[src/abbl_pkg.sv]
// ----------------------------------------------------------------------------
// abbl_pkg
// Shared types and constants for the acknowledgement burn ledger.
// ----------------------------------------------------------------------------
package abbl_pkg;

    // widest values the row cells carry, sized for the largest configuration
    localparam int IDX_W   = 6;   // row index, up to 64 rows
    localparam int BURN_W  = 4;   // per-row burn count, up to 15
    localparam int SUM_W   = 10;  // transfer sum, up to 64 * 15
    localparam int LIM_W   = 17;  // width used for the aggregate limit compare

    // result codes
    localparam logic [1:0] RC_OK       = 2'd0;
    localparam logic [1:0] RC_INVALID  = 2'd1;
    localparam logic [1:0] RC_RESOURCE = 2'd2;
    localparam logic [1:0] RC_EXPIRED  = 2'd3;

    // operation codes
    localparam logic [1:0] OP_TICK   = 2'd0;
    localparam logic [1:0] OP_CHECK  = 2'd1;
    localparam logic [1:0] OP_CHARGE = 2'd2;
    localparam logic [1:0] OP_CLEAR  = 2'd3;

    // configuration register indexes
    localparam logic REG_OWNER_HANDLE = 1'b0;
    localparam logic REG_OWNER_EXPIRY = 1'b1;

    // sequencer states
    typedef enum logic [1:0] {
        S_IDLE,
        S_PREP,
        S_SCAN,
        S_DONE
    } t_state;

    // command broadcast to every cell
    typedef enum logic [2:0] {
        C_NONE,
        C_EXPIRE,
        C_TICK,
        C_CLEAR,
        C_INC,
        C_INSERT
    } t_cell_op;

    typedef struct packed {
        t_cell_op         op;
        logic [IDX_W-1:0] target;
    } t_cmd;

    // latched input transaction
    typedef struct packed {
        logic [63:0] handle;
        logic [15:0] frag_cnt;
        logic [15:0] bitmap;
        logic [7:0]  status;
        logic [7:0]  reason;
        logic [63:0] now;
    } t_item;

    // scan result handed from cell to cell
    typedef struct packed {
        logic              match_found;
        logic [IDX_W-1:0]  match_idx;
        logic [BURN_W-1:0] match_burns;
        logic              match_exp;
        logic              free_found;
        logic [IDX_W-1:0]  free_idx;
        logic [SUM_W-1:0]  sum;
    } t_carry;

endpackage

[src/abbl_cell.sv]
// ----------------------------------------------------------------------------
// abbl_cell
// One ledger row: holds the row state, applies broadcast commands and adds
// its contribution to the scan result passed along the chain.
// ----------------------------------------------------------------------------
module abbl_cell #(
    parameter int CELL_IDX = 0
) (
    input  logic           i_clk,
    input  logic           i_rst_n,
    input  abbl_pkg::t_cmd   i_cmd,
    input  abbl_pkg::t_item  i_item,
    input  logic [63:0]    i_owner_handle,
    input  logic [63:0]    i_owner_expiry,
    input  abbl_pkg::t_carry i_carry,
    output abbl_pkg::t_carry o_carry
);
    import abbl_pkg::*;

    logic              r_valid;
    logic [BURN_W-1:0] r_burns;
    logic [63:0]       r_handle;
    logic [4:0]        r_frag;
    logic [15:0]       r_bitmap;
    logic [7:0]        r_status;
    logic [7:0]        r_reason;
    logic [63:0]       r_expiry;
    t_carry            r_carry;
    t_carry            n_carry;

    logic expired;
    logic handle_hit;
    logic id_hit;
    logic target_hit;

    // local compares against the latched transaction
    assign expired    = (r_expiry != 64'd0) && (i_item.now >= r_expiry);
    assign handle_hit = r_valid && (r_handle == i_item.handle);
    assign id_hit     = handle_hit && ({11'd0, r_frag} == i_item.frag_cnt)
                        && (r_bitmap == i_item.bitmap) && (r_status == i_item.status)
                        && (r_reason == i_item.reason);
    assign target_hit = (i_cmd.target == IDX_W'(CELL_IDX));

    // row control state
    always_ff @(posedge i_clk) begin
        if (!i_rst_n) begin
            r_valid <= 1'b0;
            r_burns <= '0;
        end else begin
            case (i_cmd.op)
                C_EXPIRE: begin
                    if (r_valid && expired) begin
                        r_valid <= 1'b0;
                        r_burns <= '0;
                    end
                end
                C_TICK: begin
                    if (r_valid && (expired || r_handle == i_owner_handle)) begin
                        r_valid <= 1'b0;
                        r_burns <= '0;
                    end
                end
                C_CLEAR: begin
                    r_valid <= 1'b0;
                    r_burns <= '0;
                end
                C_INC: begin
                    if (target_hit) begin
                        r_burns <= r_burns + BURN_W'(1);
                    end
                end
                C_INSERT: begin
                    if (target_hit) begin
                        r_valid <= 1'b1;
                        r_burns <= BURN_W'(1);
                    end
                end
                default: begin
                end
            endcase
        end
    end

    // row identity, written on insert only
    always_ff @(posedge i_clk) begin
        if (i_cmd.op == C_INSERT && target_hit) begin
            r_handle <= i_item.handle;
            r_frag   <= i_item.frag_cnt[4:0];
            r_bitmap <= i_item.bitmap;
            r_status <= i_item.status;
            r_reason <= i_item.reason;
            r_expiry <= i_owner_expiry;
        end
    end

    // scan contribution
    always_comb begin
        n_carry = i_carry;
        if (!i_carry.match_found && id_hit) begin
            n_carry.match_found = 1'b1;
            n_carry.match_idx   = IDX_W'(CELL_IDX);
            n_carry.match_burns = r_burns;
            n_carry.match_exp   = expired;
        end
        if (!i_carry.free_found && !r_valid) begin
            n_carry.free_found = 1'b1;
            n_carry.free_idx   = IDX_W'(CELL_IDX);
        end
        if (handle_hit && i_item.handle != 64'd0) begin
            n_carry.sum = i_carry.sum + {{(SUM_W-BURN_W){1'b0}}, r_burns};
        end
    end

    always_ff @(posedge i_clk) begin
        r_carry <= n_carry;
    end

    assign o_carry = r_carry;

endmodule

[src/ack_burn_budget_ledger_core.sv]
// ----------------------------------------------------------------------------
// ack_burn_budget_ledger_core
// Acknowledgement burn ledger built as a chain of row cells.
//
//  channel   | handshake                 | payload
//  ----------+---------------------------+-----------------------------------
//  command   | start / busy              | i_op, i_transfer_handle, ...
//  result    | o_valid (one cycle)       | o_result_code, o_row_burns, ...
//  config    | i_cfg_we                  | i_cfg_idx, i_cfg_data
//
// The result strobe follows the accepting edge after the expiry step (S_PREP),
// the scan while it passes the cell chain (S_SCAN) and the decide-and-commit
// step (S_DONE); the result is registered. busy is low on the strobe cycle, so
// the next transaction can be taken then, but not before the last one is done.
// Reset is synchronous and empties the ledger at once; no clearing pass.
// The result is shown for one cycle and cannot be stalled.
// ----------------------------------------------------------------------------
module ack_burn_budget_ledger_core #(
    parameter int LEDGER_ROWS    = 8,
    parameter int BURN_MAX       = 2,
    parameter int AGGREGATE_MAX  = 32,
    parameter int FRAG_COUNT_MAX = 16
) (
    input  logic        i_clk,
    input  logic        i_rst_n,
    input  logic        start,
    output logic        busy,
    input  logic [1:0]  i_op,
    input  logic [63:0] i_transfer_handle,
    input  logic [15:0] i_frag_count,
    input  logic [15:0] i_received_bitmap,
    input  logic [7:0]  i_ack_status,
    input  logic [7:0]  i_ack_reason,
    input  logic [63:0] i_now,
    input  logic        i_cfg_we,
    input  logic        i_cfg_idx,
    input  logic [63:0] i_cfg_data,
    output logic        o_valid,
    output logic [1:0]  o_result_code,
    output logic [1:0]  o_row_burns,
    output logic [4:0]  o_transfer_burns
);
    import abbl_pkg::*;

    localparam int CNT_W = $clog2(LEDGER_ROWS);

    t_state            r_state;
    t_state            n_state;
    logic [CNT_W-1:0]  r_cnt;
    logic [1:0]        r_op;
    t_item             r_item;
    logic [63:0]       r_owner_handle;
    logic [63:0]       r_owner_expiry;
    logic              r_valid;
    logic [1:0]        r_code;
    logic [1:0]        r_rb;
    logic [4:0]        r_tb;
    t_cmd              cmd;
    t_carry            carry [LEDGER_ROWS+1];

    logic              id_ok;
    logic              own_exp;
    logic [LIM_W-1:0]  lim;
    logic [LIM_W-1:0]  dbl;
    logic [1:0]        chk_code;
    logic [1:0]        n_code;
    logic              do_inc;
    logic              do_ins;
    logic [BURN_W-1:0] burns_after;
    logic [SUM_W:0]    sum_after;

    // identity and owner tests on the latched transaction
    assign id_ok   = (r_item.handle != 64'd0) && (r_item.handle != '1)
                     && (r_item.frag_cnt >= 16'd2)
                     && (r_item.frag_cnt <= 16'(FRAG_COUNT_MAX));
    assign own_exp = (r_owner_expiry != 64'd0) && (r_item.now >= r_owner_expiry);
    assign dbl     = {r_item.frag_cnt, 1'b0};
    assign lim     = (dbl > LIM_W'(AGGREGATE_MAX)) ? LIM_W'(AGGREGATE_MAX) : dbl;

    // burn check from the scan result at the chain tail
    always_comb begin
        if (!id_ok) begin
            chk_code = RC_INVALID;
        end else if (own_exp && (r_owner_handle == 64'd0
                                 || r_owner_handle == r_item.handle)) begin
            chk_code = RC_EXPIRED;
        end else if (carry[LEDGER_ROWS].match_found && carry[LEDGER_ROWS].match_exp) begin
            chk_code = RC_EXPIRED;
        end else if (carry[LEDGER_ROWS].match_found
                     && carry[LEDGER_ROWS].match_burns >= BURN_W'(BURN_MAX)) begin
            chk_code = RC_RESOURCE;
        end else if ({{(LIM_W-SUM_W){1'b0}}, carry[LEDGER_ROWS].sum} >= lim) begin
            chk_code = RC_RESOURCE;
        end else begin
            chk_code = RC_OK;
        end
    end

    // decide the commit and the result
    always_comb begin
        do_inc = 1'b0;
        do_ins = 1'b0;
        n_code = RC_OK;
        if (r_op == OP_CHECK) begin
            n_code = chk_code;
        end else if (r_op == OP_CHARGE) begin
            n_code = chk_code;
            if (chk_code == RC_OK) begin
                if (carry[LEDGER_ROWS].match_found) begin
                    do_inc = 1'b1;
                end else if (carry[LEDGER_ROWS].free_found) begin
                    do_ins = 1'b1;
                end else begin
                    n_code = RC_RESOURCE;
                end
            end
        end
        burns_after = do_ins ? BURN_W'(1)
                    : carry[LEDGER_ROWS].match_burns + BURN_W'(do_inc);
        sum_after   = {1'b0, carry[LEDGER_ROWS].sum} + (SUM_W+1)'(do_inc || do_ins);
    end

    // sequencer state register
    always_ff @(posedge i_clk) begin
        if (!i_rst_n) begin
            r_state <= S_IDLE;
        end else begin
            r_state <= n_state;
        end
    end

    // next state and cell commands
    always_comb begin
        n_state    = r_state;
        cmd.op     = C_NONE;
        cmd.target = '0;
        case (r_state)
            S_IDLE: begin
                if (start) begin
                    n_state = S_PREP;
                end
            end
            S_PREP: begin
                n_state = S_SCAN;
                case (r_op)
                    OP_TICK:   cmd.op = own_exp ? C_TICK : C_EXPIRE;
                    OP_CHARGE: cmd.op = id_ok ? C_EXPIRE : C_NONE;
                    OP_CLEAR:  cmd.op = C_CLEAR;
                    default:   cmd.op = C_NONE;
                endcase
            end
            S_SCAN: begin
                if (r_cnt == CNT_W'(LEDGER_ROWS - 1)) begin
                    n_state = S_DONE;
                end
            end
            S_DONE: begin
                n_state = S_IDLE;
                if (do_inc) begin
                    cmd.op     = C_INC;
                    cmd.target = carry[LEDGER_ROWS].match_idx;
                end else if (do_ins) begin
                    cmd.op     = C_INSERT;
                    cmd.target = carry[LEDGER_ROWS].free_idx;
                end
            end
            default: begin
                n_state = S_IDLE;
            end
        endcase
    end

    assign busy = (r_state != S_IDLE);

    // scan cycle counter
    always_ff @(posedge i_clk) begin
        if (!i_rst_n) begin
            r_cnt <= '0;
        end else if (r_state == S_SCAN) begin
            r_cnt <= r_cnt + CNT_W'(1);
        end else begin
            r_cnt <= '0;
        end
    end

    // transaction capture
    always_ff @(posedge i_clk) begin
        if (start && r_state == S_IDLE) begin
            r_op              <= i_op;
            r_item.handle     <= i_transfer_handle;
            r_item.frag_cnt   <= i_frag_count;
            r_item.bitmap     <= i_received_bitmap;
            r_item.status     <= i_ack_status;
            r_item.reason     <= i_ack_reason;
            r_item.now        <= i_now;
        end
    end

    // owner registers
    always_ff @(posedge i_clk) begin
        if (!i_rst_n) begin
            r_owner_handle <= '0;
            r_owner_expiry <= '0;
        end else if (r_state == S_PREP && r_op == OP_CLEAR) begin
            r_owner_handle <= '0;
            r_owner_expiry <= '0;
        end else if (i_cfg_we) begin
            case (i_cfg_idx)
                REG_OWNER_HANDLE: r_owner_handle <= i_cfg_data;
                REG_OWNER_EXPIRY: r_owner_expiry <= i_cfg_data;
                default: begin
                end
            endcase
        end
    end

    // result registers
    always_ff @(posedge i_clk) begin
        if (!i_rst_n) begin
            r_valid <= 1'b0;
        end else begin
            r_valid <= (r_state == S_DONE);
        end
    end

    always_ff @(posedge i_clk) begin
        if (r_state == S_DONE) begin
            r_code <= n_code;
            if (id_ok && (carry[LEDGER_ROWS].match_found || do_ins)) begin
                r_rb <= (burns_after > BURN_W'(3)) ? 2'd3 : burns_after[1:0];
            end else begin
                r_rb <= 2'd0;
            end
            r_tb <= (sum_after > (SUM_W+1)'(31)) ? 5'd31 : sum_after[4:0];
        end
    end

    assign o_valid          = r_valid;
    assign o_result_code    = r_code;
    assign o_row_burns      = r_rb;
    assign o_transfer_burns = r_tb;

    // chain of row cells
    assign carry[0] = '0;

    for (genvar g = 0; g < LEDGER_ROWS; g++) begin : g_cell
        abbl_cell #(
            .CELL_IDX (g)
        ) u_cell (
            .i_clk          (i_clk),
            .i_rst_n        (i_rst_n),
            .i_cmd          (cmd),
            .i_item         (r_item),
            .i_owner_handle (r_owner_handle),
            .i_owner_expiry (r_owner_expiry),
            .i_carry        (carry[g]),
            .o_carry        (carry[g+1])
        );
    end

endmodule

[config.mk]
export PLATFORM = sky130hd
export DESIGN_NAME = ack_burn_budget_ledger_core
export DESIGN_NICKNAME = d
export VERILOG_FILES = /design/src/abbl_pkg.sv /design/src/abbl_cell.sv /design/src/ack_burn_budget_ledger_core.sv
export SDC_FILE = /design/constraint.sdc
export NUM_CORES = 2
export LEC_CHECK = 0
export CORE_ASPECT_RATIO = 1.2
export CORE_MARGIN = 1.5
export CORE_UTILIZATION = 55
export CTS_BUF_LIST = sky130_fd_sc_hd__clkbuf_2
export DETAILED_ROUTE_END_ITERATION = 12
export DONT_BUFFER_PORTS = 1
export PLACE_DENSITY = 0.77
export SLEW_MARGIN = 20
export SYNTH_ARGS = -nofsm -noshare
export SYNTH_HDL_FRONTEND = slang
export SYNTH_SLANG_ARGS = --single-unit
[constraint.sdc]
create_clock -name i_clk -period 20.1 [get_ports i_clk]
set_clock_uncertainty 0.15 [all_clocks]
set_input_delay 2.01 -clock i_clk [delete_from_list [all_inputs] [get_ports i_clk]]
set_output_delay 2.01 -clock i_clk [all_outputs]
set_load 0.005 [all_outputs]
# Yosys cells after proc, flatten, opt, wreduce, memory -nomap -nowiden
# Index checks and enable logic that the tools add are counted.
dict set report op_classes {
  add_sub_neg 18
  mux 120
  n_eq_ne 103
  bitwise_logic 2
  n_reduce_logical 175
  order_cmp 16
}
# operator count
set op_table {}
lappend op_table {{$eq 64x64->1} 17}
lappend op_table {{$reduce_bool 64->1} 10}
lappend op_table {{$ge 64x64->1} 9}
lappend op_table {{$pmux 4 s5} 8}
lappend op_table {{$mux 4} 33}
lappend op_table {{$eq 16x16->1} 8}
lappend op_table {{$eq 5x16->1} 8}
lappend op_table {{$eq 8x8->1} 16}
lappend op_table {{$logic_and 1x1->1} 104}
lappend op_table {{$add 10x4->10} 7}
lappend op_table {{$mux 10} 7}
lappend op_table {{$logic_not 64->1} 1}
lappend op_table {{$ne 2x1->1 const B} 32}
lappend op_table {{$ne 64x64->1 const B} 1}
lappend op_table {{$reduce_and 5->1} 8}
lappend op_table {{$mux 5} 7}
lappend op_table {{$mux 1} 34}
lappend op_table {{$add 4x1->4 const B} 8}
lappend op_table {{$pmux 1 s4} 8}
lappend op_table {{$reduce_and 4->1} 8}
lappend op_table {{$mux 2} 14}
lappend op_table {{$eq 6x3->1 const B} 4}
lappend op_table {{$logic_not 1->1} 21}
lappend op_table {{$mux 9} 2}
lappend op_table {{other kinds (34)} 59}
dict set report totals {
  output_inout_bits 11
  register_bits 1913
  in_bits 247
  word_cells 570
}

# Depth between registers and ports, before layout
dict set report depth {
  word_depth 18
  mapped_depth 19
  depth_no_buf 18
}

# Hierarchy
# From an unflattened synthesis, not the netlist that was laid out.
dict set report unflattened {
  cells_unflattened 7725
  area_unflattened_um2 94286.7
}
# module instances area_per_inst_um2 seq_area_each_um2 cells_each
set modules_own_cells {}
lappend modules_own_cells {{abbl_cell at g_cell[1].u_cell ...} 2 10069.7 5635.4 805}
lappend modules_own_cells {ack_burn_budget_ledger_core 1 13832.0 8298.0 1276}
lappend modules_own_cells {{abbl_cell at g_cell[0].u_cell} 1 10078.4 5635.4 809}
lappend modules_own_cells {{abbl_cell at g_cell[6].u_cell} 1 10067.2 5635.4 805}
lappend modules_own_cells {{abbl_cell at g_cell[3].u_cell} 1 10063.4 5635.4 808}
lappend modules_own_cells {{abbl_cell at g_cell[4].u_cell} 1 10039.6 5635.4 807}
lappend modules_own_cells {{abbl_cell at g_cell[5].u_cell} 1 10033.4 5635.4 807}
lappend modules_own_cells {{abbl_cell at g_cell[7].u_cell} 1 10033.4 5635.4 803}

# Worst setup path after synthesis
# OpenSTA, ideal clock, no wires.
dict set report synth_path {
  kind {reg2reg}
  start {register r_item, in the netlist dbl[16]}
  end {register g_cell[5].u_cell.r_bitmap[0], enable pin}
  required_ps 19257
  path_slack_ps 9081
  arrival_ps 10177
  stages_incl_launch_ff 16
  path_buffers 1
  path_cell_list {edfxtp_1 -> nor4_2 -> nand3_4 -> nor2_1 -> nand2_1 -> ha_1 -> a21o_1 -> a211o_1 -> nor3_1 -> o21ai_0 -> a211oi_2 -> inv_1 -> a211oi_1 -> clkbuf_1 -> nand2_1 -> nor2_1}
}
dict set report synth_via {
  elab_chain_len 17
}
# element line_no
set synth_lines {}
lappend synth_lines {{start: declaration} ack_burn_budget_ledger_core.sv:51} ;# t_item r_item;
lappend synth_lines {{$gt 17x6->1} ack_burn_budget_ledger_core.sv:78} ;# assign lim = (dbl > LIM_W'(AGGREGATE_MAX)) ? LIM_W'(AGGREGATE_MAX) : dbl;
lappend synth_lines {{$mux 17} ack_burn_budget_ledger_core.sv:78}
lappend synth_lines {{$ge 10x17->1} ack_burn_budget_ledger_core.sv:92} ;# end else if ({{(LIM_W-SUM_W){1'b0}}, carry[LEDGER_ROWS].sum} >= lim) begin
lappend synth_lines {{$mux 2} ack_burn_budget_ledger_core.sv:92}
lappend synth_lines {{$mux 2} ack_burn_budget_ledger_core.sv:89} ;# end else if (carry[LEDGER_ROWS].match_found
lappend synth_lines {{$mux 2} ack_burn_budget_ledger_core.sv:87} ;# end else if (carry[LEDGER_ROWS].match_found && carry[LEDGER_ROWS].match_exp) begin
lappend synth_lines {{$mux 2} ack_burn_budget_ledger_core.sv:84} ;# end else if (own_exp && (r_owner_handle == 64'd0
lappend synth_lines {{$mux 2} ack_burn_budget_ledger_core.sv:82} ;# if (!id_ok) begin
lappend synth_lines {{$logic_not 2->1} ack_burn_budget_ledger_core.sv:108} ;# if (chk_code == RC_OK) begin
lappend synth_lines {{$mux 1} ack_burn_budget_ledger_core.sv:108}
lappend synth_lines {{$mux 1} ack_burn_budget_ledger_core.sv:106} ;# end else if (r_op == OP_CHARGE) begin
lappend synth_lines {{$mux 1} ack_burn_budget_ledger_core.sv:104} ;# if (r_op == OP_CHECK) begin
lappend synth_lines {{$mux 9} ack_burn_budget_ledger_core.sv:162} ;# end else if (do_ins) begin
lappend synth_lines {{$mux 9} ack_burn_budget_ledger_core.sv:159} ;# if (do_inc) begin
lappend synth_lines {{$pmux 3 s2 or $mux 6 (tied branches)} ack_burn_budget_ledger_core.sv:137} ;# case (r_state)
lappend synth_lines {{$eq 3x3->1 or $eq 6x3->1 (tied branches)} {abbl_cell.sv:86, abbl_cell.sv:42}}
lappend synth_lines {{$logic_and 1x1->1 (*)} abbl_cell.sv:86} ;# if (i_cmd.op == C_INSERT && target_hit) begin
lappend synth_lines {{end signal: assignment} abbl_cell.sv:89} ;# r_bitmap <= i_item.bitmap;
lappend synth_lines {{end: declaration} abbl_cell.sv:24} ;# logic [15:0] r_bitmap;
# Mark *: on every way between the ends. The rest lies on a longest branch, timed or not.
# A chain may end at the register's enable or synchronous reset.

# Worst setup path after layout
dict set report layout_path {
  start {register r_item, in the netlist dbl[15]}
  end {register g_cell[3].u_cell.r_handle[2], enable pin}
}
dict set report layout_via {
  elab_chain_len 17
}
# element line_no
set layout_lines {}
lappend layout_lines {{$gt 17x6->1} ack_burn_budget_ledger_core.sv:78}
lappend layout_lines {{$mux 17} ack_burn_budget_ledger_core.sv:78}
lappend layout_lines {{$ge 10x17->1} ack_burn_budget_ledger_core.sv:92}
lappend layout_lines {{$mux 2} ack_burn_budget_ledger_core.sv:92}
lappend layout_lines {{$mux 2} ack_burn_budget_ledger_core.sv:89}
lappend layout_lines {{$mux 2} ack_burn_budget_ledger_core.sv:87}
lappend layout_lines {{$mux 2} ack_burn_budget_ledger_core.sv:84}
lappend layout_lines {{$mux 2} ack_burn_budget_ledger_core.sv:82}
lappend layout_lines {{$logic_not 2->1} ack_burn_budget_ledger_core.sv:108}
lappend layout_lines {{$mux 1} ack_burn_budget_ledger_core.sv:108}
lappend layout_lines {{$mux 1} ack_burn_budget_ledger_core.sv:106}
lappend layout_lines {{$mux 1} ack_burn_budget_ledger_core.sv:104}
lappend layout_lines {{$mux 9} ack_burn_budget_ledger_core.sv:162}
lappend layout_lines {{$mux 9} ack_burn_budget_ledger_core.sv:159}
lappend layout_lines {{$pmux 3 s2 or $mux 6 (tied branches)} ack_burn_budget_ledger_core.sv:137}
lappend layout_lines {{$eq 3x3->1 or $eq 6x2->1 (tied branches)} {abbl_cell.sv:86, abbl_cell.sv:42}}
lappend layout_lines {{$logic_and 1x1->1 (*)} abbl_cell.sv:86}
lappend layout_lines {{end signal: assignment} abbl_cell.sv:87} ;# r_handle <= i_item.handle;
lappend layout_lines {{end: declaration} abbl_cell.sv:22} ;# logic [63:0] r_handle;
# Marked as above.

==> reports/qor.txt <==
outcome = finished clean
Pre-antenna DRT Iters = 6
Pwr Density = 90.5 nW/um^2
Req. time, crit path = 21.57 ns
# resized after CTS = 0
total power = 0.00920 W
die area = 168000 um^2
Final TNS setup = 0 ns
Worst-Margin Slew = 1.42 ns
Async S/R FF share, synth = 0
DR vias = 69500
RD Place Congestion = 1.05
MaxCap Viol Count = 0
DP HPWL = 265 mm
Mapped Avg Cell Area = 12.1 um^2
FF+latch count, synth = 1830
Post-CTS Setup Bufs = 0
sequential fraction of the synthesis area = 0.568
I/O pin total = 258
CTS buffer count = 455
CP endpoint kind = flop
ANT nets after route = 0
IO Port Bufs = 0
Yosys Warn Count = 0
Peak supply drop = 90.3 uV
DR iter-0 viols = 9281
vias in the first global route = 68000
area of the core = 165000 um^2
Worst slew margin = 0.0539
final period utilization = 0.405
H-tree depth = 5
RSZ-0062 raised after global routing = no
nets = 9117
Hold Buf Count CTS = 244
area grow syn2layout = 11.4%
crit start category = flop
Die X = 375 um
Cells after Synth = 7518
first-pass GRT wire length = 515 mm
antenna violations before repair = 45
Leak = 39.3 nW
# rows = 163
Layout fillers = 13200
share of cells above drive strength 1 = 0.131
Worst Path Class, Setup = reg -> reg
Setup-failing EPs final = 0
worst skew pair latency = 2.09 ns
Reg area = 51700 um^2
number of remaining DRC errors = 0
minimum clock period = 8.14 ns
fin. max-slew vios = 0
remaining global-route overflow = 0
Vias/cell = 6.45
routed len/inst = 35.1 um
largest net degree at the start of global routing = 83
Top FF cell, synth = edfxtp_1
Post-synth EDFFs = 1507
clock root cell = clkbuf_2
total track usage = 0.444
CTS tree = built
Reg clk slew, reported paths = 0.10 ns
clock sinks = 1830
Mapped Area = 91100 um^2
Routed Wire Length = 379 mm
multi-input logic area = 35700 um^2
chip height = 449 um
Worst Path Arrival = 9.61 ns
f_max = 123 MHz
Starting Density = 0.554
critical-path maximum fanout = 71
Hold WC Path Type = in -> reg
Synth cell types = 91
CTS Buffer Depth = 4
Final Hold Fails = 0
==> path summary, 6_finish.rpt <==
kind	from	end	slack (ns)	cells past startpoint
worst max-delay path	dbl[15]	g_cell[3].u_cell.r_handle[2]	11.96	16
worst min-delay path	i_cfg_data[57]	r_owner_expiry[57]	0.11	2
worst min register to register	g_cell[2].u_cell.o_carry[22]	g_cell[3].u_cell.o_carry[22]	0.21	1
worst max register to register	dbl[15]	g_cell[3].u_cell.r_handle[2]	11.96	16
==> registers in the layout (all words and copies together) (netlist names) <==
register                cells
g_cell.u_cell.r_handle    512
g_cell.u_cell.r_burns      32
r_state                     2
r_owner_handle             64
g_cell.u_cell.r_expiry    512
o_valid                     1
g_cell.u_cell.o_carry     149
g_cell.u_cell.r_frag       40
o_transfer_burns            5
r_owner_expiry             64
o_row_burns                 2
o_result_code               2
g_cell.u_cell.r_status     64
g_cell.u_cell.r_bitmap    128
dbl                        16
r_item                    160
g_cell.u_cell.r_valid       8
r_cnt                       3
r_op                        2
g_cell.u_cell.r_reason     64
==> stage by stage <==
step	cell area, um^2	hold slack (ns)	utilization	std cells	setup WS (ns)
after global routing	101000	-0.0780	0.617	10800	11.47
after global placement	94800	0.233	0.576	9672	12.35
after floorplan	91100	0.228	-	7521	9.08
final	102000	0.108	0.617	10800	11.96
after detailed placement	94800	0.243	0.576	9672	12.19
after CTS	101000	0.00174	0.616	10700	12.12
==> final cells by class <==
class	count	share of cell area
sequential	1830	0.510
multi-input combinational	4666	0.351
timing repair buffer	484	0.0421
clock buffer	674	0.0332
inverter	794	0.0293
tap	2145	0.0264
clock inverter	140	0.00699
antenna	47	0.00116
==> Yosys cell counts (18+ instances only) <==
library cell,count,area (um^2)
xor2_1,592,5180
edfxtp_1,1507,45300
buf_2,79,395
ha_1,632,7910
a211oi_1,42,315
a21o_1,71,533
xnor2_1,577,5050
and4_1,18,158
nand4_1,351,2200
clkbuf_1,96,360
or2_2,29,181
a21oi_1,303,1520
buf_1,51,191
nor2_1,159,597
o211ai_1,35,263
a22o_1,25,219
nor2b_1,54,338
dfxtp_1,323,6470
nor3_1,58,290
and3_1,22,138
mux2_2,52,586
o21ai_0,162,811
mux2i_1,18,180
inv_1,793,2980
nand2_1,454,1700
o21a_1,39,293
nand2b_1,34,213
nor4_1,398,2490
nand3_1,79,395
a2111oi_0,23,201
o22ai_1,84,526
a221oi_1,50,438
o2bb2ai_1,29,254
==> cell families (layout without fill, tap and decap cells) <==
kind of cell               after synthesis  in the layout  share of synthesized area
buffers and inverters                 1025           2092                     0.0436
muxes                                   70             70                    0.00840
other                                    1             51                  0.0000411
and+or+nand+nor                       1743           1743                      0.103
adders and majority gates              639            639                     0.0883
xor gates and xnor gates              1169           1169                      0.112
DFF                                   1830           1830                      0.568
AOI/OAI and AO/OA                     1041           1041                     0.0763
==> layout by cell type, fill, tap and decap left out, types with 50 or more instances in the layout <==
cell           instances
dlygate4sd3_1        244
ha_1                 632
buf_4                237
mux2_2                52
clkinv_1              96
nor2b_1               53
a21oi_1              302
nand3_1               79
xor2_1               592
nand2_1              452
nor3_1                57
inv_1                793
clkbuf_2             674
o22ai_1               84
nand4_1              351
nor4_1               381
nor2_1               155
edfxtp_1            1507
o21ai_0              161
dfxtp_1              299
xnor2_1              577
a221oi_1              50
a21o_1                71
==> power breakdown <==
part,switching [W],internal (W),total [W],leakage [nW]
logic,0.00147,0.000645,0.00211,19.7
registers,0.000209,0.00432,0.00453,16.4
clock network,0.00159,0.000962,0.00255,3.17
==> critical path, cell delays in order, from the launching register on <==
cell	delay, ns
edfxtp_1	0.40
nor4_2	0.39
nand3_4	0.33
nor2_1	0.40
nand2_1	0.12
ha_1	0.31
a21o_1	0.17
a211o_1	0.28
nor3_1	0.29
o21ai_0	0.29
a211oi_2	0.72
inv_1	0.18
a211oi_2	0.93
nand2_1	0.32
nor2_4	0.91
buf_4	0.53
buf_4	0.80
==> per-layer routing <==
metal,wire (um),GRT usage
met5,123,0
met4,39300,0.380
met3,43100,0.122
met2,168000,0.685
met1,128000,0.512
No activity file was read; power rests on OpenSTA's default activity.
